## config.mk

```make
export PLATFORM = sky130hd
export DESIGN_NAME = pr_lane
export DESIGN_NICKNAME = d
export VERILOG_FILES = /design/src/rtl/pr_pkg.sv /design/src/rtl/pr_lane.sv
export SDC_FILE = /design/constraint.sdc
export NUM_CORES = 2
export LEC_CHECK = 0
export ABC_CLOCK_PERIOD_IN_PS = 8500
export BUFFER_PORTS_ARGS = -buffer_cell sky130_fd_sc_hd__buf_2
export CAP_MARGIN = 40
export CORE_ASPECT_RATIO = 1.25
export CORE_MARGIN = 2
export CORE_UTILIZATION = 50
export CTS_CLUSTER_DIAMETER = 150
export CTS_CLUSTER_SIZE = 20
export DETAILED_ROUTE_END_ITERATION = 8
export PLACE_DENSITY = 0.67
export SLEW_MARGIN = 5
export SYNTH_ARGS = -nofsm -noshare
export SYNTH_HDL_FRONTEND = slang
export SYNTH_SLANG_ARGS = --single-unit
```

## constraint.sdc

```tcl
create_clock -name clk -period 8.5 [get_ports clk]
set_input_delay 0.425 -clock clk [delete_from_list [all_inputs] [get_ports clk]]
set_output_delay 0.425 -clock clk [all_outputs]
set_load 0.05 [all_outputs]
```

## src/rtl/pr_pkg.sv

```systemverilog
// Shared types, constants and codes for the power-iteration ranking block.
package pr_pkg;

  localparam int NODE_LIMIT    = 16;
  localparam int DEF_MAX_NODES = 16;
  localparam int ROW_W         = 16;
  localparam int VAL_W         = 32;
  localparam int PROD_W        = 64;
  localparam int ACC_W         = 36;
  localparam int NODE_W        = 5;
  localparam int ITER_W        = 16;
  localparam int VTX_W         = 4;

  localparam logic [VAL_W-1:0]  Q_ONE         = 32'h8000_0000;
  localparam logic [NODE_W-1:0] RST_NODES     = 5'd16;
  localparam logic [VAL_W-1:0]  RST_TELEPORT  = 32'd322122547;
  localparam logic [VAL_W-1:0]  RST_TOLERANCE = 32'd2147;
  localparam logic [ITER_W-1:0] RST_LIMIT     = 16'd2000;

  typedef enum logic [1:0] {
    CFG_NODE_COUNT = 2'd0,
    CFG_TELEPORT   = 2'd1,
    CFG_TOLERANCE  = 2'd2,
    CFG_ITER_LIMIT = 2'd3
  } cfg_idx_t;

  typedef enum logic [4:0] {
    S_IDLE, S_CHECK, S_TELE_GO, S_TELE_WAIT, S_START_GO, S_START_WAIT,
    S_EDGE_GO, S_EDGE_WAIT, S_SQ, S_SUM, S_SQRT_GO, S_SQRT_WAIT, S_DECIDE,
    S_COPY, S_MAC, S_MAC_DRAIN, S_SAT, S_AVG, S_SCAN, S_EMIT, S_WAIT_OUT
  } state_t;

  typedef struct packed {
    logic mul_en;
    logic acc_clr;
    logic acc_en;
  } lane_ctrl_t;

endpackage

```

## src/rtl/pr_lane.sv

```systemverilog
// One rank lane: registered multiplier feeding a 36-bit accumulator of Q1.31 terms.
module pr_lane (
  input  logic                      clk,
  input  pr_pkg::lane_ctrl_t        ctrl,
  input  logic [pr_pkg::VAL_W-1:0]  op_a,
  input  logic [pr_pkg::VAL_W-1:0]  op_b,
  output logic [pr_pkg::PROD_W-1:0] prod,
  output logic [pr_pkg::ACC_W-1:0]  acc
);
  import pr_pkg::*;

  logic [PROD_W-1:0] prod_r;
  logic [ACC_W-1:0]  acc_r;

  // Register the product
  always_ff @(posedge clk) begin
    if (ctrl.mul_en) begin
      prod_r <= {32'd0, op_a} * {32'd0, op_b};
    end
  end

  // Accumulate the truncated Q1.31 term
  always_ff @(posedge clk) begin
    if (ctrl.acc_clr) begin
      acc_r <= '0;
    end else if (ctrl.acc_en) begin
      acc_r <= acc_r + {{(ACC_W-VAL_W){1'b0}}, prod_r[62:31]};
    end
  end

  assign prod = prod_r;
  assign acc  = acc_r;

endmodule

```

Yosys cells after proc, flatten, opt, wreduce, memory -nomap -nowiden:

Index checks and enable logic that the tools add are counted.

* bits in registers: 100
* output and inout bits: 100

* add/subtract/negate cells: 1
* $mul: 1

Operator list (number)
* $mul A32 B32 Y64: 1
* $add A36 B32 Y36: 1

Depth between registers and ports, before layout:

* depth after elaboration: 1
* mapped depth: 30

Least setup slack after synthesis:

Ideal clock, no wire load.

* path kind: input to register
* start point: input port op_a[17] in the netlist's numbering
* end point: register prod_r[56], in the netlist prod[56] (data pin)
* setup time: 262 ps
* data arrival time: 7003 ps
* data required time: 8238 ps
* setup slack: 1236 ps
* stages on the path: 26
* path buffers: 2
* cell sequence: clkbuf_1 -> and2_1 -> fa_1 -> fa_1 -> inv_1 -> fa_1 -> fa_1 -> inv_1 -> fa_1 -> fa_1 -> fa_1 -> inv_1 -> fa_1 -> inv_1 -> ha_1 -> buf_4 -> a21oi_2 -> o21a_1 -> o221a_2 -> o2111ai_2 -> o31ai_4 -> o41a_1 -> o221ai_2 -> a31oi_1 -> o21ai_1 -> xor2_1

* longest elaborated chain between the ends: 1

RTL lines
* start, declared: line pr_lane.sv:5 `input logic [pr_pkg::VAL_W-1:0] op_a,`
* $mul A32 B32 Y64: line pr_lane.sv:18 `prod_r <= {32'd0, op_a} * {32'd0, op_b};`
* end signal, assigned: line pr_lane.sv:18
* end, declared: line pr_lane.sv:12 `logic [PROD_W-1:0] prod_r;`

Every way passes these cells.
A chain may end at the register's enable or synchronous reset.

Worst setup path after layout:

* start point: input port op_b[2] in the netlist's numbering
* end point: register prod_r[57], in the netlist prod[57] (data pin)

* longest elaborated chain between the ends: 1

RTL lines
* start, declared: line pr_lane.sv:6 `input logic [pr_pkg::VAL_W-1:0] op_b,`
* $mul A32 B32 Y64: line pr_lane.sv:18

Every way passes these cells.

==> metrics <==
outcome complete, no violations; critical path's slowest cell fa_1; IO Count 168; Clock Latency Late Sink 0.39 ns; min cycle time layout 8.121 ns; Die Ht 312.2 µm; CP Data Required Time 8.64 ns; Die Width 250.6 µm; clk slew on worst S/H paths 0.08 ns; DR iter-0 viols 1718; 1st-pass router iterations 5; Net count, final 5406; Root Buffer clkbuf_16; Synth Instances 4090; Die ar. 78250 µm²; initial core utilization 0.5025; setup violators final 0; DRC viols 0; Post-synth ARST share 0; post-cts gate resize count 0; hold buffers post-CTS 0; main flop type after synthesis edfxtp_1; worst hold slack 0.5025 ns; CTS tree yes; gp weighted congestion 0.9550; Worst-Margin Slew 0.8656 ns; initial antenna violation count 5; FMAX 123.1 MHz; most frequent cells in the layout 897 x fa_1, 886 x inv_1, 600 x and2_1; Routed wire per std cell 21.52 µm; clk_skew 0.01536 ns; DP Wirelength 91.02 mm; Final Hold Viols 0; number of global-route vias before repair 30800; drt total wl 110.4 mm; grt ovf 0; Place WS -0.2197 ns; syn nets 5350; vias 28230; CTS Buffer Depth 2; largest net degree at the start of global routing 65; Netlist cell types 77; gr usage total 0.2920; first-pass GRT wire length 173.3 mm; setup slack after layout 0.3791 ns; met2 wire length 56.08 mm; Worst Path Arrival 8.26 ns; Top Family by Delay on Critical Path adder cells; Clock Sinks 100; Setup crit start kind input pin; EDFF count, synth 64; CTS buffer count 9; htree depth 3; Final Util 0.5328; Slew Limit Fails 0; syn_area_per_cell 9.293 µm²; CP Buf/Inv Count 8; unrepaired setup endpoints after global routing no; commonest non-fill, non-tap cell in the layout fa_1; HP Class reg -> reg; worst-path maximum fanout 26; area delta synth->final 6.044%; top sig layer met5; setup TNS 0 ns; Core Area 75640 µm²; Final Cycle Share 0.9554; DRT antenna net count 0; max_cap viols 0; Rows 113; Synth top area share 0.4725; synth top area cells fa_1 47%, and2_1 9.9%, ha_1 9.7%; Largest stage delay, worst path 0.55 ns; Slew HR 0.4229; ratio of cells with drive above 1 in the final layout 0.07685; Yosys top cell by area fa_1; routed vias/inst 5.501; Cell Area, Synth 38010 µm²; routed wl met3 6.692 mm; Ys Warns 0; Metal-1 WL 40.63 mm; WS Path Type in -> reg; Critical Path End Type flop; Seq/Total Area, Yosys 0.06953; Synth Register Bits 100; cell mode on critical path fa_1; Setup Fix Bufs, Post-CTS 0; Port Buffers 167
-- worst min-delay path: cells and delay by family, from the launching register on --
kind / cells / cell delay (ns)
AOI/OAI and AO/OA: 1 / 0.06
DFF: 1 / 0.33
and+or+nand+nor: 1 / 0.07
-- sequential cells by signal (all words and copies together) (netlist names) --
register  count
acc          36
prod         64
-- cells in the mapped netlist, types with 36 or more instances --
| master | n |
|---|---|
| o21ai_0 | 48 |
| xnor2_1 | 56 |
| and2_1 | 600 |
| a21oi_1 | 99 |
| ha_1 | 295 |
| nor2_1 | 66 |
| fa_1 | 897 |
| a21o_1 | 50 |
| nand2_1 | 505 |
| clkbuf_1 | 210 |
| edfxtp_1 | 64 |
| dfxtp_1 | 36 |
| inv_1 | 886 |
-- through the flow --
stage / cells / cell area, µm²
final: 5132 / 40300
after global routing: 5130 / 40300
after CTS: 5128 / 40290
after detailed placement: 5112 / 40000
after global placement: 5112 / 40000
after floorplan: 4090 / 38010
-- final timing paths --
check,start,to,slack [ns],depth (start not counted)
min reg2reg,acc[26],acc[26],0.50,2
max reg2reg,prod[43],acc[35],5.28,11
max,op_b[2],prod[57],0.38,27
min,acc[26],acc[26],0.50,2
-- kinds of logic after synthesis --
| logic type | after synthesis | share of synthesized area |
|---|---|---|
| compound gates | 310 | 0.05462 |
| xor+xnor | 89 | 0.02051 |
| fa+ha+maj | 1192 | 0.5696 |
| buf+inv | 1114 | 0.1106 |
| flops | 100 | 0.06953 |
| mux | 14 | 0.003687 |
| simple gates | 1271 | 0.1715 |
-- cell type report --
type	instances	area [µm²]
Antenna cell	4	10.01
Clock buffer	9	225.2
Clock inverter	7	67.56
Fill cell	6843	35340
Inverter	886	3326
Multi-Input combinational cell	2876	31170
Sequential cell	100	2643
Tap cell	977	1222
Timing Repair Buffer	273	1644
-- per-layer routing --
metal,vias to the layer above,GRT usage
li1,12220,-
met1,14630,0.3463
met2,1080,0.5139
met3,299,0.03665
met4,2,0.1633
met5,-,0
Power is not shown: default switching activity piles up to over one toggle a cycle in this logic, so the estimate is an artifact.
