==> config.mk <==
export PLATFORM = sky130hd
export DESIGN_NAME = pr_div
export DESIGN_NICKNAME = d
export VERILOG_FILES = /design/src/rtl/pr_pkg.sv /design/src/rtl/pr_div.sv
export SDC_FILE = /design/constraint.sdc
export NUM_CORES = 1
export LEC_CHECK = 0
export ABC_AREA = 1
export BUFFER_PORTS_ARGS = -buffer_cell sky130_fd_sc_hd__buf_2
export CAP_MARGIN = 20
export CORE_MARGIN = 10
export CORE_UTILIZATION = 37
export DETAILED_ROUTE_END_ITERATION = 6
export SLEW_MARGIN = 10
export SYNTH_ARGS = -nofsm -noshare
export SYNTH_HDL_FRONTEND = slang
export SYNTH_SLANG_ARGS = --single-unit
==> constraint.sdc <==
create_clock -name clk -period 3.6 [get_ports clk]
set_input_delay 0.72 -clock clk [delete_from_list [all_inputs] [get_ports clk]]
set_output_delay 0.72 -clock clk [all_outputs]
set_load 0.02 [all_outputs]
==> src/rtl/pr_pkg.sv <==
// Shared types, constants and codes for the power-iteration ranking block.
package pr_pkg;

  localparam int NODE_LIMIT    = 16;
  localparam int DEF_MAX_NODES = 16;
  localparam int ROW_W         = 16;
  localparam int VAL_W         = 32;
  localparam int PROD_W        = 64;
  localparam int ACC_W         = 36;
  localparam int NODE_W        = 5;
  localparam int ITER_W        = 16;
  localparam int VTX_W         = 4;

  localparam logic [VAL_W-1:0]  Q_ONE         = 32'h8000_0000;
  localparam logic [NODE_W-1:0] RST_NODES     = 5'd16;
  localparam logic [VAL_W-1:0]  RST_TELEPORT  = 32'd322122547;
  localparam logic [VAL_W-1:0]  RST_TOLERANCE = 32'd2147;
  localparam logic [ITER_W-1:0] RST_LIMIT     = 16'd2000;

  typedef enum logic [1:0] {
    CFG_NODE_COUNT = 2'd0,
    CFG_TELEPORT   = 2'd1,
    CFG_TOLERANCE  = 2'd2,
    CFG_ITER_LIMIT = 2'd3
  } cfg_idx_t;

  typedef enum logic [4:0] {
    S_IDLE, S_CHECK, S_TELE_GO, S_TELE_WAIT, S_START_GO, S_START_WAIT,
    S_EDGE_GO, S_EDGE_WAIT, S_SQ, S_SUM, S_SQRT_GO, S_SQRT_WAIT, S_DECIDE,
    S_COPY, S_MAC, S_MAC_DRAIN, S_SAT, S_AVG, S_SCAN, S_EMIT, S_WAIT_OUT
  } state_t;

  typedef struct packed {
    logic mul_en;
    logic acc_clr;
    logic acc_en;
  } lane_ctrl_t;

endpackage

==> src/rtl/pr_div.sv <==
// Restoring serial divider: 32-bit dividend by 5-bit divisor, one bit per cycle.
module pr_div (
  input  logic                       clk,
  input  logic                       rst_n,
  input  logic                       start,
  input  logic [pr_pkg::VAL_W-1:0]   dividend,
  input  logic [pr_pkg::NODE_W-1:0]  divisor,
  output logic                       done,
  output logic [pr_pkg::VAL_W-1:0]   quot
);
  import pr_pkg::*;

  logic [VAL_W-1:0]  quo_r;
  logic [NODE_W:0]   rem_r;
  logic [NODE_W-1:0] div_r;
  logic [4:0]        cnt_r;
  logic              run_r;
  logic              done_r;
  logic [NODE_W:0]   rem_sh;
  logic              ge;

  // Bring down the next dividend bit and trial-subtract
  always_comb begin
    rem_sh = {rem_r[NODE_W-1:0], quo_r[VAL_W-1]};
    ge     = rem_sh >= {1'b0, div_r};
  end

  always_ff @(posedge clk) begin
    if (!rst_n) begin
      run_r  <= 1'b0;
      done_r <= 1'b0;
      cnt_r  <= '0;
    end else begin
      done_r <= 1'b0;
      if (start) begin
        run_r <= 1'b1;
        cnt_r <= '0;
      end else if (run_r) begin
        cnt_r <= cnt_r + 5'd1;
        if (cnt_r == 5'd31) begin
          run_r  <= 1'b0;
          done_r <= 1'b1;
        end
      end
    end
  end

  // Shift quotient bits in as dividend bits leave
  always_ff @(posedge clk) begin
    if (start) begin
      quo_r <= dividend;
      rem_r <= '0;
      div_r <= divisor;
    end else if (run_r) begin
      rem_r <= ge ? rem_sh - {1'b0, div_r} : rem_sh;
      quo_r <= {quo_r[VAL_W-2:0], ge};
    end
  end

  assign done = done_r;
  assign quot = quo_r;

endmodule

# Yosys cells after proc, flatten, opt, wreduce, memory -nomap -nowiden
# Cells that the tools add are included.
# word_totals
regBits,49
inputBits,40
output_inout_bits,33
word_cells,22
# op_classes
addsub,2
order_cmp,1
eq_ne,1
muxes,7
n_bitwise,2
reduce_logical,3
# op_table
operator,n
$mux W32,2
$ge A6 B5 Y1,1
$add A5 B1 Y5 const B,1
$eq A5 B5 Y1 const B,1
$mux W5,1
$sub A5 B5 Y5,1
$mux W1,4
$reduce_or A3 Y1,1
$not A1 Y1,2
$reduce_bool A2 Y1,1
$reduce_or A2 Y1,1

# Depth between registers and ports, before layout
# logic_depth
ltp_word,4
depth_mapped,11
mapped_depth_nobuf,11

# Worst setup path before layout
# OpenSTA, ideal clock, no wires.
# synth_path
path_type,in2reg
startpoint,in start
endpoint,"reg quo_r[0] (netlist: quot[0]), enable pin"
arrival_ns,1.615
setup_slack_ns,1.598
path_stages,3
n_path_buf,1
cell_sequence,clkbuf_8 > nor2_1 > inv_1
# synth_between
elab_chain_len,1
# synth_rtl
element,line,text
"start, declared",pr_div.sv:5,"input logic start,"
$reduce_bool A2 Y1 (no source line),n/a,
"end signal, assigned",pr_div.sv:51,quo_r <= dividend;
"end signal, assigned",pr_div.sv:56,"quo_r <= {quo_r[VAL_W-2:0], ge};"
"end, declared",pr_div.sv:13,logic [VAL_W-1:0] quo_r;
# Every way passes these cells.
# A chain may end at the register's enable or synchronous reset.

# Final worst setup path
# layout_path
startpoint,in start
endpoint,"reg quo_r[0] (netlist: quot[0]), data pin"
# layout_between
elab_chain_len,1
# layout_rtl
element,line,text
$mux W32,pr_div.sv:50,if (start) begin
# Every way passes these cells.

==> results by stage <==
STA:
- The final critical path takes up 51.7% of the cycle.
- At the pin with the least slew margin, the transition time is roughly 0.55 ns.
- The post-route setup TNS is 0 ns.
- The hold violation count in the final report is 0.
- The max-slew violation count is 0.
- The tightest hold path in the finished design has a slack of ~0.47 ns.
- For the finished layout, the period the worst path requires is roughly 1.9 ns.
- In this run the tightest slew margin relative to its limit is roughly 63%.
- The worst-case clock skew is slightly above 0.005 ns.
- Based on the critical path, the design can be clocked at up to between 500 and 600 MHz.
- Setup violations remaining at the end of the flow were counted as 0.
- Setup repair after global routing left no endpoint under its margin.

Place:
- The placed instances occupy a cell area of ~2700 um^2.
- After legalization and detailed placement, the total HPWL measured roughly 4000 um.
- The placer congestion estimate is approximately 0.77.
- Buffers placed on the I/O ports in this run total between 70 and 80.

Setup path:
- The maximum fanout count along the critical path is 34.
- For the worst flop-to-flop path, the logic depth is 8.
- The worst setup path is of the in2reg kind.
- STA classifies the critical path endpoint as a flop.
- STA puts the critical path data required time at about 3.6 ns.
- Data arrives at the worst endpoint at approximately 1.9 ns.
- The master of the slowest instance on the critical path is sky130_fd_sc_hd__buf_4.
- On the worst path, the slowest cell contributes a delay of about 0.37 ns.
- Counting buffers and inverters, the worst setup path is 5 cells deep.
- The worst register-to-register path has a setup slack of about 1.8 ns.
- STA classifies the critical path startpoint as a primary input.
- The cell class contributing the biggest share of worst-path delay is buffers and inverters.
- The worst path buffer plus inverter count is 3.
- Traced cell by cell, the critical path runs through buf_2, buf_4, inv_2, nor2_1, a31oi_1.

Synth:
- The count of mapped cells out of synthesis is 247.
- The largest total area in the synthesized netlist belongs to sky130_fd_sc_hd__edfxtp_1.
- The share of synthesized registers carrying an async set or reset is 0%.
- Yosys attributes the largest share of cell area to sky130_fd_sc_hd__edfxtp_1 (48%), sky130_fd_sc_hd__nand2_1 (20%), sky130_fd_sc_hd__dfxtp_1 (10%).
- The number of warning messages in the yosys log is 0.
- The mapped cell area is 2310 um^2.
- The sequential share of the synthesized area is 58.5%.
- Each instance of the synthesized netlist takes up on average between 9 and 10 um^2.
- By count the netlist is led by sky130_fd_sc_hd__nand2_1 (122), sky130_fd_sc_hd__edfxtp_1 (37), sky130_fd_sc_hd__inv_1 (20).
- The register bit count reported by yosys is 49.
- The number of different library cells in the post-synthesis netlist is 25.
- The dominant synthesized flop cell is sky130_fd_sc_hd__edfxtp_1.
- The share of synthesized area in the top cell type comes to between 40% and 50%.
- In the post-synthesis netlist, the cell with the most instances is sky130_fd_sc_hd__nand2_1.
- In this run, synthesis inferred 37 flip-flops with an integrated enable.
- The number of nets handed over by synthesis was roughly 300.

Die:
- The floorplan core area is around 6000 um^2.
- The site row count is 28.
- The starting density of the core is between 30% and 40%.
- The chip height is 99.0 um.
- In this run the horizontal extent of the chip is 99.0 um.
- The top-level I/O count is between 70 and 80.
- The die footprint is a little under 10000 um^2.

Layout:
- The final layout contains 369 nets.
- The count of fill cells added during filler insertion is roughly 590.
- Summing all non-filler instances in the final layout gives an area of about 2800 um^2.
- Compared with the post-synthesis result, the final layout area differs by 22.3%.
- In the final layout, the share of cells above drive strength 1 is 28.6%.
- The total inserted antenna cells is 0.

Clock network:
- The CTS H-tree depth is 2.
- The number of setup buffers added after CTS is 0.
- The root cell of the clock tree is sky130_fd_sc_hd__clkbuf_8.
- After clock tree synthesis, the repair step resized 0 gates.
- For this design, the sink count on the clock tree is 49.
- In this run, post-CTS hold repair placed 0 buffers.
- TritonCTS created 5 clock buffers.
- The clock latency on the worst-skew pair is ~0.30 ns.
- The maximum buffer depth of the clock tree is 2.
- TritonCTS built the clock tree.
- Clock-pin slew was measured on the worst setup and hold paths at about 0.090 ns.

Status:
- The flow ran to the end, and the final reports show no timing, DRC or antenna violations.

Global route:
- The first-pass GRT wire length is 8580 um.
- The all-layer global routing usage is a little over a tenth.
- The number of antenna violations at the first check in global routing came to 0.
- The total global routing overflow is 0.
- Entering global routing, the biggest net connects 35 pins.
- The via count of the first global-routing pass came to about 1800.

Detailed routing:
- For this run, design rule violations remaining after detail routing come to 0.
- The detailed router's first-iteration violation count is 62.
- For this block, the routed nets add up to between 5000 and 6000 um of wire.
- Before antenna repair, the detailed router went through 4 iterations.
- The post-detailed-route count of antenna-violating nets is 0.
- The average via count per standard cell is 4.52.
- The detailed-route wire length per cell is about 13 um.
- The routed layout has 1794 vias.

Pwr:
- Dividing total power by cell area gives a power density of 455 nW/um^2.
- Across the VDD grid, the largest voltage drop is roughly 0.00018 V.
- The overall power after layout is between 1 and 1.5 mW.
- Summed over all cells, the static leakage comes to between 1 and 1.5 nW.

Min path:
- The worst hold path was traced through 2 stages.
- The path class of the tightest hold or removal check is reg2reg.

Run:
- The tool flagged a number of max-cap violations equal to 0.
==> stage by stage <==
stage,setup WS [ns],cells,utilization [%]
final,1.74,397,47.1
after global routing,1.63,397,47.1
after CTS,1.75,397,47.1
after detailed placement,1.42,389,45.7
after global placement,1.44,389,45.7
after floorplan,1.60,247,-
==> state kept, by name (all words and copies together), names as in the netlist <==
| signal | cells |
|---|---|
| div_r | 5 |
| run_r | 1 |
| done | 1 |
| rem_r | 5 |
| quot | 32 |
| cnt_r | 5 |
==> routing by layer <==
| layer | vias up | wire length (um) | track usage [%] |
|---|---|---|---|
| li1 | 937 | - | - |
| met2 | 49 | 2370 | 15.6 |
| met4 | 0 | 57 | 3.31 |
| met3 | 5 | 433 | 4.68 |
| met1 | 803 | 2440 | 13.7 |
| met5 | - | 0 | 0 |
==> power breakdown <==
part / leakage, nW / total [mW] / switching (mW) / internal [mW]
clock network: 0.0439 / 0.319 / 0.185 / 0.134
logic: 0.918 / 0.266 / 0.169 / 0.0972
registers: 0.475 / 0.699 / 0.0301 / 0.669
total: 1.44 / 1.28 / 0.384 / 0.900
==> cell usage in the layout (no fill, tap or decap), drive strengths merged <==
| master | n |
|---|---|
| a211oi | 1 |
| a21oi | 6 |
| a31oi | 1 |
| and3 | 2 |
| buf | 74 |
| clkbuf | 5 |
| clkinv | 2 |
| clkinvlp | 1 |
| dfxtp | 12 |
| edfxtp | 37 |
| fa | 1 |
| ha | 7 |
| inv | 21 |
| nand2 | 124 |
| nand3 | 13 |
| nor2 | 9 |
| o21ai | 3 |
| or2 | 2 |
| xnor2 | 1 |
==> cell families (layout without fill, tap and decap cells) <==
group / after synthesis / after routing / share of synthesized area (%)
AND/OR/NAND/NOR: 150 / 150 / 28.7
flip-flops: 49 / 49 / 58.5
buffers and inverters: 28 / 103 / 5.20
AO/OA/AOI/OAI: 11 / 11 / 2.55
adder cells (fa/ha/maj): 8 / 8 / 4.66
XOR/XNOR: 1 / 1 / 0.379
==> worst register-to-register path, delay by kind of cell, from the launching register on <==
family / cells / cell delay (ns)
fa+ha+maj: 2 / 0.55
flops: 1 / 0.42
simple gates: 3 / 0.29
buf+inv: 2 / 0.16
compound gates: 1 / 0.09
==> path summary, 6_finish.rpt <==
path / startpoint / endpoint
max: start / quot[0]
min: rem_r[4] / rem_r[4]
max reg2reg: quot[31] / quot[0]
min reg2reg: rem_r[4] / rem_r[4]
==> final cells by class <==
cell class	instances	area [um^2]	area share, %
flip-flops and latches	49	1350	47.9
clock buffers	5	68.8	2.44
clock inverters	3	17.5	0.621
well taps	75	93.8	3.32
inverters	21	78.8	2.79
repair buffers	74	375	13.3
multi-input cells	170	837	29.7
Note: power is estimated with default switching activity, not from simulation.
