<file path="src/rtl/pr_pkg.sv">
// Shared types, constants and codes for the power-iteration ranking block.
package pr_pkg;

  localparam int NODE_LIMIT    = 16;
  localparam int DEF_MAX_NODES = 16;
  localparam int ROW_W         = 16;
  localparam int VAL_W         = 32;
  localparam int PROD_W        = 64;
  localparam int ACC_W         = 36;
  localparam int NODE_W        = 5;
  localparam int ITER_W        = 16;
  localparam int VTX_W         = 4;

  localparam logic [VAL_W-1:0]  Q_ONE         = 32'h8000_0000;
  localparam logic [NODE_W-1:0] RST_NODES     = 5'd16;
  localparam logic [VAL_W-1:0]  RST_TELEPORT  = 32'd322122547;
  localparam logic [VAL_W-1:0]  RST_TOLERANCE = 32'd2147;
  localparam logic [ITER_W-1:0] RST_LIMIT     = 16'd2000;

  typedef enum logic [1:0] {
    CFG_NODE_COUNT = 2'd0,
    CFG_TELEPORT   = 2'd1,
    CFG_TOLERANCE  = 2'd2,
    CFG_ITER_LIMIT = 2'd3
  } cfg_idx_t;

  typedef enum logic [4:0] {
    S_IDLE, S_CHECK, S_TELE_GO, S_TELE_WAIT, S_START_GO, S_START_WAIT,
    S_EDGE_GO, S_EDGE_WAIT, S_SQ, S_SUM, S_SQRT_GO, S_SQRT_WAIT, S_DECIDE,
    S_COPY, S_MAC, S_MAC_DRAIN, S_SAT, S_AVG, S_SCAN, S_EMIT, S_WAIT_OUT
  } state_t;

  typedef struct packed {
    logic mul_en;
    logic acc_clr;
    logic acc_en;
  } lane_ctrl_t;

endpackage

</file>
<file path="src/rtl/pr_sqrt.sv">
// Digit-by-digit integer square root of a 64-bit value, one result bit per cycle.
module pr_sqrt (
  input  logic                      clk,
  input  logic                      rst_n,
  input  logic                      start,
  input  logic [pr_pkg::PROD_W-1:0] radicand,
  output logic                      done,
  output logic [pr_pkg::VAL_W-1:0]  root
);
  import pr_pkg::*;

  logic [PROD_W-1:0] x_r;
  logic [35:0]       rem_r;
  logic [VAL_W-1:0]  root_r;
  logic [4:0]        cnt_r;
  logic              run_r;
  logic              done_r;
  logic [35:0]       rem_sh;
  logic [35:0]       trial;
  logic              ge;

  // Bring down two bits and test root*4+1
  always_comb begin
    rem_sh = {rem_r[33:0], x_r[PROD_W-1:PROD_W-2]};
    trial  = {2'b00, root_r, 2'b01};
    ge     = rem_sh >= trial;
  end

  always_ff @(posedge clk) begin
    if (!rst_n) begin
      run_r  <= 1'b0;
      done_r <= 1'b0;
      cnt_r  <= '0;
    end else begin
      done_r <= 1'b0;
      if (start) begin
        run_r <= 1'b1;
        cnt_r <= '0;
      end else if (run_r) begin
        cnt_r <= cnt_r + 5'd1;
        if (cnt_r == 5'd31) begin
          run_r  <= 1'b0;
          done_r <= 1'b1;
        end
      end
    end
  end

  always_ff @(posedge clk) begin
    if (start) begin
      x_r    <= radicand;
      rem_r  <= '0;
      root_r <= '0;
    end else if (run_r) begin
      x_r    <= {x_r[PROD_W-3:0], 2'b00};
      rem_r  <= ge ? rem_sh - trial : rem_sh;
      root_r <= {root_r[VAL_W-2:0], ge};
    end
  end

  assign done = done_r;
  assign root = root_r;

endmodule

</file>
<file path="config.mk">
export PLATFORM = sky130hd
export DESIGN_NAME = pr_sqrt
export DESIGN_NICKNAME = d
export VERILOG_FILES = /design/src/rtl/pr_pkg.sv /design/src/rtl/pr_sqrt.sv
export SDC_FILE = /design/constraint.sdc
export NUM_CORES = 1
export LEC_CHECK = 0
export BUFFER_PORTS_ARGS = -buffer_cell sky130_fd_sc_hd__buf_4
export CORE_MARGIN = 5
export CORE_UTILIZATION = 60
export DETAILED_ROUTE_END_ITERATION = 12
export PLACE_DENSITY = 0.92
export SETUP_SLACK_MARGIN = 0.3
export SYNTH_ARGS = -nofsm -noshare
export SYNTH_HDL_FRONTEND = slang
export SYNTH_SLANG_ARGS = --single-unit
</file>
<file path="constraint.sdc">
create_clock -name clk -period 5.3 [get_ports clk]
set_input_delay 0.265 -clock clk [delete_from_list [all_inputs] [get_ports clk]]
set_output_delay 0.265 -clock clk [all_outputs]
set_load 0.03 [all_outputs]
</file>
**Word-level counts from Yosys, hierarchy flattened**

Cells that the tools add are included.

- Reductions and logical operators: 3
- Bitwise logic cells: 2
- Magnitude comparators: 1
- Mux-type cells: 7
- Equality and inequality tests: 1
- Add/subtract/negate cells: 2

Operators by type and width:

| operator | count |
|---|---|
| 64-bit 2-to-1 mux | 2 |
| 36-bit by 34-bit >= comparator with 1-bit output | 1 |
| 34-bit 2-to-1 mux | 1 |
| 34-bit subtractor | 1 |
| 5-bit by 1-bit adder with 5-bit output, second input constant | 1 |
| 5-bit == test, second input constant | 1 |
| 1-bit 2-to-1 mux | 4 |
| 3-bit OR reduction | 1 |
| 1-bit inverter | 2 |
| 2-bit nonzero test | 1 |
| 2-bit OR reduction | 1 |

- Input bits: 67
- Register bits after elaboration: 137
- Word-level logic and storage cells: 22
- Output and inout bits: 33

**Longest topological paths before layout**

Gate-level depths: netlist of run 1.

- Word-level depth: 4
- Gate-level depth with buffers: 13
- Gate-level depth less buffers: 11

**Worst setup path before layout of run 1**

No wires, ideal clock.

- Path type: register -> register
- From: register root_r[2] (netlist: root[2])
- To: register rem_r[22]
- Cell stages (with the launch flop): 13
- Slack: 2.435 ns
- Arrival time: 2.731 ns
- Period minus slack after synthesis: 2.865 ns
- Required time: 5.166 ns
- Setup time: 0.134 ns
- Buffers on the path: 2
- Path through: dfxtp_1 > inv_1 > ha_1 > o211ai_1 > a21o_1 > a31o_1 > o21ba_1 > o31a_1 > o21a_2 > buf_6 > buf_2 > o211ai_1 > a21oi_1

- Word-level cells in the longest chain between the ends: 2
- Elaborated cells on any way between the ends: 3
- Classes of those cells: add/sub (1); order compare (1); mux (1)

Ends and longest elaborated chain:

| element | line | source |
|---|---|---|
| from (decl) | pr_sqrt.sv:14 | `logic [VAL_W-1:0] root_r;` |
| from (signal assigned) | pr_sqrt.sv:57 | `root_r <= {root_r[VAL_W-2:0], ge};` |
| 34-bit subtractor or 36-bit by 34-bit >= comparator with 1-bit output (tied branches) | pr_sqrt.sv:56, pr_sqrt.sv:26 |  |
| 34-bit 2-to-1 mux * | pr_sqrt.sv:56 | `rem_r <= ge ? rem_sh - trial : rem_sh;` |
| to (signal assigned) | pr_sqrt.sv:56 |  |
| to (decl) | pr_sqrt.sv:13 | `logic [35:0] rem_r;` |

Every way passes the cells marked *; elsewhere a longest branch is shown, timed or not.
A chain may end at the register's enable or synchronous reset.

**Worst setup path in the final report of run 1**

- From: register root_r[17] (netlist: root[17])
- To: register rem_r[30]

The elaborated chain is that of the path after synthesis.

==> results.json, run 1 <==
{
  "status": "complete, no violations",
  "layout.nets": 916,
  "boundaryPins": 100,
  "yosysMostFrequentCell": "nor2_1",
  "core-area_sq_mm": 0.01211,
  "synth.avg_cell_area_sq_um": 10.19,
  "setup_viol": 0,
  "arrival_ns": 3.95,
  "grt_pass1_vias": 5565,
  "place_hpwl_mm": 11.06,
  "antenna_found_initial": 0,
  "die_area_sq_mm": 0.01476,
  "post-synth-top-area-cell": "edfxtp_1",
  "ys.flop_type": "dfxtp_1",
  "post-route-min-period_ns": 3.612,
  "hp-class": "primary input to register",
  "seq_area_frac_synth_pct": 45.35,
  "hold_buffers": 0,
  "gp_congestion": 0.8958,
  "critical_path_class": "register to register",
  "clock-root-buffer": "clkbuf_16",
  "synth-edff-count": 64,
  "grt_pass1_wl_mm": 26.47,
  "cts_resized": 0,
  "ys_types": 60,
  "drcViolationCount": 0,
  "synth_area_leaders": "edfxtp_1 (26%), dfxtp_1 (20%), mux2_2 (9.5%)",
  "placed_area_sq_mm": 0.008273,
  "rows": 40,
  "gr-total-overflow": 0,
  "fin_worst_skew_ns": 0.01010,
  "end_kind": "register",
  "drt-total-wl_mm": 16.16,
  "drive_gt1_share_pct": 24.58,
  "critPathRequiredTime_ns": 5.64,
  "synth_warnings": 0,
  "async_flop_share_pct": 0,
  "max_freq_ghz": 0.2768,
  "whs_ns": 0.07812,
  "start_kind": "register",
  "die_x_um": 121.5,
  "worst_slew_pin_slew_ns": 0.9851,
  "synthToLayoutAreaGrowth_pct": 18.67,
  "htree_levels": 4,
  "final_area_sq_mm": 0.008852,
  "gr-usage-all-layers_pct": 22.64,
  "setup_tns_ns": 0,
  "clk_latency_ns": 0.43,
  "ys_ff_latch": 137,
  "ant_nets": 0,
  "power_uw": 3709,
  "clk_pin_slew_worst_paths_ns": 0.06,
  "power.density_mw_per_mm2": 419.0,
  "rsz0062_at_grt": "no",
  "synth_area_sq_mm": 0.007460,
  "initial_core_util_pct": 61.59,
  "cts_tree": "built",
  "drt_iter0_drc": 386,
  "diodes": 0,
  "synth_fp_nets": 835,
  "synthTopCellsByCount": "nor2_1 (99), dfxtp_1 (73), edfxtp_1 (64)",
  "crit_path_max_fanout": 50,
  "grt_max_degree": 80,
  "postSynthCellCount": 732,
  "vias": 5692,
  "numCtsBuffers": 17,
  "drv_slew": 0,
  "hold_viol": 0,
  "cellLeakagePower_uw": 0.003607,
  "clockBufferDepth": 2,
  "dp_cells": 962,
  "first_pass_iters": 7,
  "avgViaCountPerCell": 5.726,
  "fin_crit_sh_pct": 68.15,
  "die_h_um": 121.5,
  "io_buffers": 99,
  "rrSetupSlack_ns": 1.69,
  "wire_per_inst_um": 16.26,
  "cap_violations": 0,
  "max-vdd-ir-drop_mv": 0.2924,
  "final_cell_count_no_fill": 994,
  "cts_sinks": 137,
  "slew-limit-headroom_pct": 34.33,
  "postCtsSetupRepairBufs": 0,
  "synth_top_area_share_pct": 25.76
}
==> through the flow <==
| stage | utilization (%) | worst slack [ns] |
|---|---|---|
| final | 73.09 | 1.688 |
| after global routing | 73.09 | 1.418 |
| after CTS | 73.09 | 1.657 |
| after detailed placement | 68.31 | 1.697 |
| after global placement | 68.31 | 1.861 |
| after floorplan | - | 2.435 |
==> worst paths after layout <==
kind	to	depth (start not counted)	startpoint
worst max register to register	rem_r[30]$_SDFFE_PP0P_	11	root[17]$_SDFFE_PP0P_
worst max-delay path	rem_r[30]$_SDFFE_PP0P_	11	root[17]$_SDFFE_PP0P_
worst min-delay path	run_r$_SDFF_PN0_	2	rst_n
worst min register to register	rem_r[24]$_SDFFE_PP0P_	2	rem_r[24]$_SDFFE_PP0P_
==> per-layer routing <==
metal  wire [um]  up-vias  GRT usage [%]
li1            -     2829              -
met4         202        0          7.493
met5           0        -              0
met3        1056       18          8.159
met1        6771     2711          27.05
met2        8128      134          38.00
==> critical path: stages (launching register included) <==
cell and delay [ns]:
dfxtp_1 0.37, inv_1 0.06, ha_1 0.39, a21o_1 0.24, o21bai_1 0.17, a22o_1 0.23, a211oi_1 0.22, o31a_1 0.25
o21a_2 0.82, inv_2 0.33, mux2i_1 0.20, a211oi_1 0.24
==> final cells by class <==
class	instances	area (sq um)
Clock buffer	19	432.9
Clock inverter	13	146.4
Fill cell	845	3259
Inverter	40	150.1
Multi-Input combinational cell	515	3760
Sequential cell	137	3387
Tap cell	168	210.2
Timing Repair Buffer	102	765.7
==> sequential cells by signal, indices dropped and copies added, names as in the netlist <==
name and flops:
cnt_r 5, done 1, rem_r 34, root 32, run_r 1, x_r 64
==> power breakdown <==
| part | switching [uW] | leakage [uW] | internal [uW] |
|---|---|---|---|
| Sequential | 68.7 | 0.00124 | 1220 |
| Combinational | 700 | 0.00209 | 552 |
| Clock | 467 | 0.000279 | 698 |
==> cells by family after synthesis <==
family,after synthesis,synth area share [%]
XOR/XNOR,33,3.875
buffers and inverters,80,4.243
AO/OA/AOI/OAI,155,13.97
AND/OR/NAND/NOR,185,11.24
flip-flops,137,45.35
multiplexers,106,15.28
adder cells (fa/ha/maj),36,6.038
==> cell usage in the layout, fill, tap and decap left out, types with 15 or more instances in the layout <==
| master | n |
|---|---|
| a211oi_1 | 30 |
| a21oi_1 | 44 |
| buf_4 | 102 |
| clkbuf_16 | 17 |
| dfxtp_1 | 72 |
| edfxtp_1 | 64 |
| ha_1 | 36 |
| inv_1 | 39 |
| mux2_2 | 63 |
| mux2i_1 | 43 |
| nand2_1 | 27 |
| nor2_1 | 99 |
| o21ai_0 | 15 |
| xnor2_1 | 15 |
| xor2_1 | 18 |
No activity file was read; power rests on OpenSTA's default activity.
==> run 2, diff against run 1 <==
--- a/config.mk
+++ b/config.mk
@@ -7,9 +7,9 @@
 export LEC_CHECK = 0
 export BUFFER_PORTS_ARGS = -buffer_cell sky130_fd_sc_hd__buf_4
 export CORE_MARGIN = 5
-export CORE_UTILIZATION = 60
+export CORE_UTILIZATION = 58
 export DETAILED_ROUTE_END_ITERATION = 12
-export PLACE_DENSITY = 0.92
+export PLACE_DENSITY = 0.89
 export SETUP_SLACK_MARGIN = 0.3
 export SYNTH_ARGS = -nofsm -noshare
 export SYNTH_HDL_FRONTEND = slang
==> constraint.sdc (replaced) <==
create_clock -name clk -period 3.6 [get_ports clk]
set_input_delay 0.18 -clock clk [delete_from_list [all_inputs] [get_ports clk]]
set_output_delay 0.18 -clock clk [all_outputs]
set_load 0.03 [all_outputs]
==> run 2 against run 1 <==
Utilization decreased by 2.6 points. Wire length grew 0.30%. Non-clock buffer count is 4 higher. Clock-buffer cell count increased by 1. Sequential share of layout area decreased by 0.17 points. Hold slack worse by 0.040 ns. Power grew 47%. Die area increased by 3.2%. Critical path depth is the same. Sequential power grew 47%. Clock power up 43%. First-iteration DRC count fell by 21%. Critical path type unchanged.
==> results.json, run 2 (synthesized netlist as in run 1, its figures left out) <==
{
  "status": "complete, no violations",
  "rows": 41,
  "die_area_sq_mm": 0.01523,
  "hold_depth": 2,
  "arrival_ns": 3.35,
  "min_to": "x_r[1]$_SDFFCE_PN0P_",
  "seqPwrFrac_pct": 35.0,
  "crit_path_max_fanout": 17,
  "drt_iter0_drc": 306,
  "worstHoldStart": "radicand[1]",
  "whs_ns": 0.03855,
  "final_common_cell": "buf_4",
  "start_kind": "register",
  "critical_path_class": "register to register",
  "clock-root-buffer": "clkbuf_16",
  "drv_slew": 0,
  "power_switching_uw": 1789,
  "die_x_um": 123.4,
  "power.density_mw_per_mm2": 612.1,
  "met1_length_mm": 6.785,
  "end_kind": "register",
  "die_h_um": 123.4,
  "regMostFlops": "x_r",
  "htree_levels": 4,
  "postCtsSetupRepairBufs": 0,
  "diodes": 0,
  "fin_worst_skew_ns": 0.006348,
  "io_buffers": 99,
  "cap_violations": 0,
  "fin_crit_sh_pct": 84.30,
  "cts_tree": "built",
  "worstReg2RegStart": "root[3]$_SDFFE_PP0P_",
  "first_pass_iters": 5,
  "setup_tns_ns": 0,
  "swShare_pct": 32.88,
  "finish.utilization_pct": 70.45,
  "worst_slew_pin_slew_ns": 0.6844,
  "grt_pass1_vias": 5645,
  "cts_sinks": 137,
  "worstReg2RegEnd": "rem_r[26]$_SDFFE_PP0P_",
  "gr-total-overflow": 0,
  "vias": 5610,
  "slew-limit-headroom_pct": 54.37,
  "drcViolationCount": 0,
  "max_freq_ghz": 0.3295,
  "grt_max_degree": 59,
  "drt-total-wl_mm": 16.21,
  "drive_gt1_share_pct": 24.49,
  "wire_per_inst_um": 16.19,
  "grt_pass1_wl_mm": 26.83,
  "clkPwrFrac_pct": 30.7,
  "largest_reg_flops": 64,
  "worstRegToRegCells": 11,
  "gp_congestion": 0.9116,
  "core-area_sq_mm": 0.01262,
  "setup.worst_path.start": "root[3]$_SDFFE_PP0P_",
  "synthToLayoutAreaGrowth_pct": 19.19,
  "routed-wl-met2_mm": 7.902,
  "cellLeakagePower_uw": 0.003614,
  "top_layer_used": "met4",
  "rrSetupSlack_ns": 0.57,
  "place_hpwl_mm": 11.02,
  "clk_pin_slew_worst_paths_ns": 0.06,
  "hp-class": "primary input to register",
  "wl_met3_mm": 1.256,
  "fillers": 936,
  "clk_latency_ns": 0.42,
  "setup_viol": 0,
  "final_cell_mix": "buf_4 (104), nor2_1 (99), dfxtp_1 (72)",
  "post-route-min-period_ns": 3.035,
  "clockBufferDepth": 2,
  "initial_core_util_pct": 59.11,
  "hold_viol": 0,
  "rsz0062_at_grt": "no",
  "pre_cts_ws_ns": 0.5541,
  "gr-usage-all-layers_pct": 22.38,
  "setup_slack_ns": 0.5653,
  "antenna_found_initial": 0,
  "ant_nets": 0,
  "numCtsBuffers": 17,
  "critPathRequiredTime_ns": 3.91,
  "boundaryPins": 100,
  "layout.nets": 920,
  "avgViaCountPerCell": 5.604,
  "combinationalPowerShare_pct": 34.3,
  "intPower_uw": 3653,
  "max-vdd-ir-drop_mv": 0.4498
}
run 2: area by class of cell:
class / count / area [sq um] / share of cell area (%)
multi-input combinational: 515 / 3766 / 42.36
sequential: 137 / 3387 / 38.09
timing repair buffer: 106 / 810.8 / 9.119
clock buffer: 20 / 436.7 / 4.911
tap: 172 / 215.2 / 2.420
inverter: 40 / 150.1 / 1.689
clock inverter: 11 / 125.1 / 1.407
run 2: repair_timing:
item	4_1_cts	5_1_grt
endpoints found under the hold margin	2	0
gates resized for setup	0	1
hold buffers	1	0
endpoints found under the setup margin	0	9
run 2: power groups by stage:
| stage | clock [uW] | combinational [uW] | sequential (uW) |
|---|---|---|---|
| 6_report | 1670 | 1870 | 1900 |
| 5_1_grt | 1780 | 2070 | 1920 |
| 3_5_place_dp | 0 | 1820 | 1930 |
| 3_3_place_gp | 0 | 1790 | 1920 |
| 4_1_cts | 1700 | 1840 | 1900 |
| 2_1_floorplan | 0 | 1500 | 1890 |
run 2: through the flow:
step / instances / total power (uW) / cell area [sq um]
floorplan: 732 / 3389 / 7460
global placement: 969 / 3713 / 8313
detailed placement: 969 / 3744 / 8313
CTS: 1001 / 5444 / 8885
global route: 1001 / 5758 / 8891
finish: 1001 / 5442 / 8891
run 2: worst max-delay path: stages (launching register included):
cell,delay [ns]
dfxtp_1,0.38
inv_1,0.07
ha_1,0.36
o211ai_1,0.11
a21o_1,0.18
a31o_1,0.24
o21ba_1,0.23
o31a_1,0.36
o21a_4,0.31
inv_2,0.25
mux2i_1,0.14
a211oi_1,0.30
run 2: worst max path at each step:
stage / end / slack, ns / cells after the start
2_1_floorplan: rem_r[22]$_SDFFE_PP0P_ / 0.73 / 12
3_3_place_gp: rem_r[20]$_SDFFE_PP0P_ / 0.64 / 11
3_5_place_dp: rem_r[6]$_SDFFE_PP0P_ / 0.55 / 12
4_1_cts: rem_r[6]$_SDFFE_PP0P_ / 0.54 / 12
5_1_grt: rem_r[6]$_SDFFE_PP0P_ / 0.33 / 12
6_report: rem_r[26]$_SDFFE_PP0P_ / 0.57 / 11
run 2: routing by layer:
metal | up-vias | track usage, %
met4 | 0 | 7.336
met5 | - | 0
li1 | 2831 | -
met3 | 24 | 8.737
met1 | 2594 | 26.80
met2 | 161 | 37.00
==> run 3, diff against run 2 <==
--- a/config.mk
+++ b/config.mk
@@ -7,9 +7,9 @@
 export LEC_CHECK = 0
 export BUFFER_PORTS_ARGS = -buffer_cell sky130_fd_sc_hd__buf_4
 export CORE_MARGIN = 5
-export CORE_UTILIZATION = 58
+export CORE_UTILIZATION = 53
 export DETAILED_ROUTE_END_ITERATION = 12
-export PLACE_DENSITY = 0.89
+export PLACE_DENSITY = 0.86
 export SETUP_SLACK_MARGIN = 0.3
 export SYNTH_ARGS = -nofsm -noshare
 export SYNTH_HDL_FRONTEND = slang
==> constraint.sdc (replaced) <==
create_clock -name clk -period 2.6 [get_ports clk]
set_input_delay 0.13 -clock clk [delete_from_list [all_inputs] [get_ports clk]]
set_output_delay 0.13 -clock clk [all_outputs]
set_load 0.03 [all_outputs]
==> run 3 against run 2 <==
The run now ends with negative setup slack left. Final area is 27% higher. Combinational power grew to 2.8 times the previous value. Global-route usage is 6.9 points higher. Wire length is 78% higher. Via count increased by 32%. Clock-buffer cell count shrank 3. Critical path type unchanged. Largest power group is now combinational cells.
==> results.json, run 3 (synthesized netlist as in run 1, its figures left out) <==
{
  "drt-total-wl_mm": 28.82,
  "die_area_sq_mm": 0.01655,
  "critPathRequiredTime_ns": 2.92,
  "drive_gt1_share_pct": 49.64,
  "initial_core_util_pct": 53.95,
  "post-route-min-period_ns": 2.768,
  "drt_iter0_drc": 823,
  "setup_slack_ns": -0.1680,
  "place_hpwl_mm": 12.75,
  "die_x_um": 128.6,
  "cellLeakagePower_uw": 0.004506,
  "core-area_sq_mm": 0.01383,
  "fillers": 625,
  "clockBufferDepth": 2,
  "boundaryPins": 100,
  "cts_tree": "built",
  "crit_path_max_fanout": 6,
  "clock-root-buffer": "clkbuf_16",
  "hold_viol": 0,
  "hp-class": "primary input to register",
  "fin_worst_skew_ns": 0.01246,
  "cap_violations": 0,
  "slew-limit-headroom_pct": 53.69,
  "clk_latency_ns": 0.45,
  "status": "finished with violations",
  "worst_slew_pin_slew_ns": 0.6899,
  "avgViaCountPerCell": 6.433,
  "start_kind": "register",
  "critical_path_class": "register to register",
  "gr-usage-all-layers_pct": 29.30,
  "gp_congestion": 0.9257,
  "io_buffers": 99,
  "final_cell_mix": "buf_4 (181), nor2_1 (84), edfxtp_1 (64)",
  "power_uw": 10560,
  "ant_nets": 0,
  "regMostFlops": "x_r",
  "grt_pass1_wl_mm": 37.39,
  "first_pass_iters": 8,
  "final_common_cell": "buf_4",
  "end_kind": "register",
  "violations": "negative setup slack",
  "numCtsBuffers": 17,
  "gr-total-overflow": 0,
  "rsz0062_at_grt": "yes",
  "rrSetupSlack_ns": -0.17,
  "die_h_um": 128.6,
  "cts_sinks": 137,
  "fin_crit_sh_pct": 106.5,
  "setup_viol": 33,
  "htree_levels": 4,
  "largest_reg_flops": 64,
  "arrival_ns": 3.09,
  "rows": 43,
  "layout.nets": 1057,
  "antenna_found_initial": 1,
  "max-vdd-ir-drop_mv": 0.7144,
  "grt_max_degree": 51,
  "max_freq_ghz": 0.3613,
  "whs_ns": 0.001417,
  "drv_slew": 0,
  "finish.utilization_pct": 81.57,
  "wire_per_inst_um": 25.10,
  "power.density_mw_per_mm2": 936.0,
  "grt_pass1_vias": 7039,
  "vias": 7385,
  "drcViolationCount": 0,
  "clk_pin_slew_worst_paths_ns": 0.07,
  "synthToLayoutAreaGrowth_pct": 51.19
}
[run 3: worst paths after layout]
kind | startpoint | endpoint | depth (start not counted)
worst min register to register | root[27]$_SDFFE_PP0P_ | root[27]$_SDFFE_PP0P_ | 2
worst max-delay path | root[2]$_SDFFE_PP0P_ | rem_r[9]$_SDFFE_PP0P_ | 13
worst max register to register | root[2]$_SDFFE_PP0P_ | rem_r[9]$_SDFFE_PP0P_ | 13
worst min-delay path | radicand[52] | x_r[52]$_DFFE_PP_ | 2
[run 3: timing repair]
| item | in CTS | in global routing |
|---|---|---|
| endpoints found under the setup margin | 35 | 35 |
| hold endpoints to repair | 37 | 4 |
| gates cloned | 5 | 0 |
| pin swaps | 38 | 51 |
| setup buffers | 27 | 16 |
| resized for setup | 90 | 91 |
| hold buffers | 36 | 4 |
[run 3: through the flow]
stage                     instances  instance area [sq um]  setup TNS [ns]  worst slack [ns]
after floorplan                 732                   7801               0           0.07198
after global placement         1027                   8985               0          0.009566
after detailed placement       1027                   8985         -0.9681          -0.09310
after CTS                      1127                  10670               0           0.02475
after global routing           1148                  11280          -4.894           -0.2367
final                          1148                  11280          -2.592           -0.1680
[run 3: report_power, final]
part,switching [uW],internal [uW],total [uW]
clock,1120,1450,2580
sequential,201,2480,2680
combinational,2750,2550,5300
[run 3: cell type report]
class | instances | area, sq um | share of cell area, %
Timing Repair Buffer | 241 | 2066 | 18.32
Multi-Input combinational cell | 516 | 4736 | 41.99
Timing Repair inverter | 1 | 6.256 | 0.05547
Clock buffer | 17 | 425.4 | 3.772
Clock inverter | 15 | 178.9 | 1.586
Inverter | 40 | 160.2 | 1.420
Antenna cell | 1 | 2.502 | 0.02219
Tap cell | 180 | 225.2 | 1.997
Sequential cell | 137 | 3478 | 30.84
[run 3: worst max-delay path: stages (launching register included)]
cell	delay, ns
dfxtp_4	0.35
inv_2	0.04
ha_4	0.28
buf_6	0.11
nand4_1	0.12
buf_4	0.18
buf_4	0.13
nor4_2	0.28
nand4_1	0.14
and4_4	0.23
o21a_4	0.16
mux2_4	0.34
mux2i_1	0.20
nor2_1	0.07
[run 3: metal layers]
layer	global-route usage, %	vias to the layer above	part of all wire, %
met5	0	-	0
li1	-	3120	-
met2	52.31	530	50
met4	15.94	0	8.1
met3	7.597	202	7.8
met1	31.63	3533	34
